## config.mk

```make
export PLATFORM = sky130hd
export DESIGN_NAME = spct_ctrl
export DESIGN_NICKNAME = d
export VERILOG_FILES = /design/src/rtl/core/spct_pkg.sv /design/src/rtl/core/spct_ctrl.sv
export SDC_FILE = /design/constraint.sdc
export NUM_CORES = 1
export LEC_CHECK = 0
export BUFFER_PORTS_ARGS = -buffer_cell sky130_fd_sc_hd__buf_2
export CAP_MARGIN = 20
export CORE_AREA = 2 2 39 41
export CTS_CLUSTER_DIAMETER = 150
export DETAILED_ROUTE_END_ITERATION = 10
export DIE_AREA = 0 0 41 43
export HOLD_SLACK_MARGIN = 0.05
export PLACE_DENSITY_LB_ADDON = 0.25
export SKIP_LAST_GASP = 1
export SLEW_MARGIN = 25
export SYNTH_ARGS = -nofsm -noshare
export SYNTH_HDL_FRONTEND = slang
export SYNTH_SLANG_ARGS = --single-unit
export TNS_END_PERCENT = 50
```

## constraint.sdc

```tcl
create_clock -name clk -period 2.27 [get_ports clk]
set_input_delay 0.3405 -clock clk [delete_from_list [all_inputs] [get_ports clk]]
set_output_delay 0.3405 -clock clk [all_outputs]
set_load 0.05 [all_outputs]
```

## src/rtl/core/spct_pkg.sv

```systemverilog
package spct_pkg;

  // table size and handle index width
  localparam int TABLE_DEPTH = 64;
  localparam int IDX_W = (TABLE_DEPTH > 1) ? $clog2(TABLE_DEPTH) : 1;

  // request kinds
  localparam logic [1:0] REQ_LOOKUP = 2'd0;
  localparam logic [1:0] REQ_SET    = 2'd1;
  localparam logic [1:0] REQ_REMOVE = 2'd2;

  // probe stages in priority order
  localparam logic [1:0] PROBE_FULL      = 2'd0;
  localparam logic [1:0] PROBE_NO_LOCAL  = 2'd1;
  localparam logic [1:0] PROBE_NO_REMOTE = 2'd2;
  localparam logic [1:0] PROBE_BLANK     = 2'd3;

  // remote port wildcard, -1 as a 17-bit pattern
  localparam logic [16:0] PORT_WILDCARD = 17'h1FFFF;

  // commands from the controller to the datapath
  typedef struct packed {
    logic       load;
    logic       probe;
    logic [1:0] probe_stage;
    logic       commit;
    logic       respond;
    logic       use_hit;
  } ctrl_cmd_t;

  // status from the datapath to the controller
  typedef struct packed {
    logic [1:0] req_type;
    logic       hit;
  } dp_status_t;

endpackage

```

## src/rtl/core/spct_ctrl.sv

```systemverilog
module spct_ctrl (
  input  logic                  clk,
  input  logic                  rst,
  input  logic                  start,
  input  spct_pkg::dp_status_t  status,
  output spct_pkg::ctrl_cmd_t   cmd,
  output logic                  busy
);

  localparam logic [1:0] S_IDLE    = 2'd0;
  localparam logic [1:0] S_PROBE   = 2'd1;
  localparam logic [1:0] S_RESOLVE = 2'd2;
  localparam logic [1:0] S_WRITE   = 2'd3;

  logic [1:0] state;
  logic [1:0] state_next;
  logic [1:0] cnt;
  logic [1:0] cnt_next;

  assign busy = (state != S_IDLE);

  // next state and commands
  always_comb begin
    state_next = state;
    cnt_next = cnt;
    cmd = '0;
    cmd.probe_stage = cnt;
    case (state)
      S_IDLE: begin
        if (start) begin
          cmd.load = 1'b1;
          cnt_next = spct_pkg::PROBE_FULL;
          state_next = S_PROBE;
        end
      end
      S_PROBE: begin
        if (status.req_type == spct_pkg::REQ_LOOKUP) begin
          // previous probe hit: report it, otherwise try the next key
          if ((cnt != spct_pkg::PROBE_FULL) && status.hit) begin
            cmd.respond = 1'b1;
            cmd.use_hit = 1'b1;
            state_next = S_IDLE;
          end else begin
            cmd.probe = 1'b1;
            if (cnt == spct_pkg::PROBE_BLANK) begin
              state_next = S_RESOLVE;
            end else begin
              cnt_next = cnt + 2'd1;
            end
          end
        end else if (status.req_type == spct_pkg::REQ_SET) begin
          // find other holders of the tuple first
          cmd.probe = 1'b1;
          state_next = S_WRITE;
        end else begin
          cmd.commit = 1'b1;
          cmd.respond = 1'b1;
          state_next = S_IDLE;
        end
      end
      S_RESOLVE: begin
        cmd.respond = 1'b1;
        cmd.use_hit = status.hit;
        state_next = S_IDLE;
      end
      S_WRITE: begin
        cmd.commit = 1'b1;
        cmd.respond = 1'b1;
        state_next = S_IDLE;
      end
      default: begin
        state_next = S_IDLE;
      end
    endcase
  end

  // state registers
  always_ff @(posedge clk) begin
    if (rst) begin
      state <= S_IDLE;
      cnt <= spct_pkg::PROBE_FULL;
    end else begin
      state <= state_next;
      cnt <= cnt_next;
    end
  end

endmodule

```

==> results_dict.tcl <==
set metrics [dict create \
    cts.sinks 4 \
    synth_compound_area_share_pct 21.9 \
    multi_input_area_um2 310 \
    grt_pass1_vias 346 \
    antenna_found_initial 0 \
    wl_um 931 \
    clk_pin_slew_ns 0.04 \
    ys_seq_elements 4 \
    cp_max_fo 10 \
    synthXorXnorAreaFrac_pct 0 \
    synth_top_family_by_area "simple AND/OR/NAND/NOR gates" \
    via_count 417 \
    cts_resized 0 \
    rsz0062_at_grt "false" \
    cts_tree "done" \
    wl_per_cell_um 11.4 \
    grt-ovfl-total 0 \
    core_mm2 0.00138 \
    final.fill_count 153 \
    place_congestion 0.733 \
    syn_nets 64 \
    layout-drive-gt1-share_pct 30.3 \
    worstSkewPairLatency_ns 0.23 \
    yosysSeqAreaShare_pct 18.7 \
    dieHeight_um 43 \
    netlist_instances 52 \
    row_count 14 \
    place_area_um2 498 \
    hpwlAfterDp_um 774 \
    hold_class "in2reg" \
    grt_pass1_wl_um 1310 \
    drv_cap 0 \
    fin_hold_ws_ns 0.354 \
    status "finished, final reports clean" \
    postCtsHoldBufs 0 \
    avgSynthCellArea_um2 8.23 \
    clock_path_buffers 2 \
    worstPathRequired_ns 1.93 \
    worstPathArrival_ns 1.75 \
    io_pins 14 \
    end_kind "primary output" \
    min_period_over_period_pct 92.3 \
    synth_cell_types 29 \
    h-tree-depth 1 \
    seq_area_um2 80.1 \
    yosys.area_share.simple_pct 27.2 \
    cpPeakStageDelay_ns 0.32 \
    grt_max_degree 11 \
    slowest_stage "dfxtp_1" \
    fin_nets 80 \
    dp.cells 79 \
    port_buffers 13 \
    layout_min_cycle_time_ns 2.10 \
    slew_headroom_pct 75.7 \
    critPathKind "reg2out" \
    worst_pin_slew_ns 0.359 \
    setup_viol 0 \
    synthMuxAreaShare_pct 4.97 \
    vdd_drop_max_mv 0.285 \
    initial_core_util_pct 30.9 \
    root_buffer "clkbuf_4" \
    tns_ns 0 \
    final_area_um2 520 \
    drt_iter0_drc 5 \
    final_cells 82 \
    postCtsSetupRepairBufs 0 \
    ys_warn_count 0 \
    max_freq_mhz 477 \
    antenna_cells 0 \
    cp-start-kind "flop" \
    cts_made_buffers 3 \
    postRouteAntennaNets 0 \
    grtUsageTotal_pct 11.0 \
    viasPerCell 5.09 \
    power_density_mw_per_mm2 915 \
    firstDrtPassIters 4 \
    synthAdderAreaFrac_pct 17.5 \
    drc 0 \
    p_leak_nw 0.257 \
    netlist_area_um2 428 \
    slew_viol_final 0 \
    cp_cell_sequence "inv_1 > ha_1 > or2b_1 > nor3_1 > o211a_1 > buf_2" \
    die_w_um 41 \
    skew_ns 0.00951 \
    area_growth_pct 21.6 \
    hold_violations 0 \
    dieArea_mm2 0.00176 \
]
-- metrics by stage --
step	power [W]	setup WS, ns	utilization (%)
4_1_cts	0.000483	0.158	37.6
2_1_floorplan	0.000346	0.134	-
3_5_place_dp	0.000390	0.366	36.0
5_1_grt	0.000511	0.0527	37.6
6_report	0.000476	0.175	37.6
3_3_place_gp	0.000391	0.383	36.0
-- worst paths after layout --
kind / start / endpoint / slack (ns) / depth (start not counted)
max reg2reg: state[1] / cnt[0] / 0.37 / 5
min: rst / cnt[0] / 0.35 / 2
max: state[1] / cmd[0] / 0.17 / 6
min reg2reg: state[1] / state[1] / 0.51 / 2
-- cells by family after synthesis --
logic type	Yosys count
simple gates	19
flops	4
mux	2
fa+ha+maj	6
buf+inv	8
compound gates	13
-- worst max-delay path: cells and delay by family (launching register included) --
family / cells / cell delay [ns]
buffers and inverters: 2 / 0.33
adder cells (fa/ha/maj): 1 / 0.30
flip-flops: 1 / 0.32
AO/OA/AOI/OAI: 1 / 0.15
AND/OR/NAND/NOR: 2 / 0.43
-- synth_stat cells, drive strengths merged --
cell	number	area, µm²
o221ai	1	8.76
nand2	3	11.3
ha	6	75.1
a22oi	1	7.51
nand4b	1	8.76
mux2i	1	10.0
or2b	1	7.51
nor3	1	5.00
a211oi	1	7.51
a21oi	4	20.0
or4b	1	13.8
nand3b	1	7.51
or3	1	6.26
nand2b	1	6.26
mux2	1	11.3
a211o	1	8.76
nor2b	2	12.5
nor2	4	15.0
a21o	1	8.76
dfxtp	4	80.1
or4	1	7.51
inv	6	22.5
and2	1	6.26
a31oi	2	12.5
o311a	1	10.0
o211a	1	10.0
nor4b	1	8.76
buf	2	18.8
-- metal layers --
| layer | track usage (%) | wire (µm) |
|---|---|---|
| met1 | 13.5 | 458 |
| met2 | 16.6 | 433 |
| met3 | 4.71 | 40 |
| met4 | 4.00 | 0 |
| met5 | 0 | 0 |
-- cells in the final DEF (no fill, tap or decap), drive strengths merged, types with 2 or more instances in the layout --
cell type,netlist,final
buf,2,13
inv,6,6
ha,6,6
nor2,4,4
dfxtp,4,4
a21oi,4,4
nand2,3,3
clkbuf,0,3
nor2b,2,2
a31oi,2,2
-- power by group --
part | leakage [nW] | internal [W] | switching [W] | total, W
Combinational | 0.210 | 0.0000974 | 0.000196 | 0.000293
Sequential | 0.0327 | 0.0000832 | 0.0000115 | 0.0000947
Clock | 0.0138 | 0.0000592 | 0.0000295 | 0.0000887
-- final cells by class --
type	count	share of cell area (%)
inverters	6	4.33
flip-flops and latches	4	15.4
multi-input cells	40	59.6
clock buffers	3	4.33
repair buffers	13	12.5
well taps	16	3.85
-- flip-flops by register name, summed over array words and instances, names as in the netlist --
name,count
state,2
cnt,2
No activity file was read; power rests on OpenSTA's default activity.
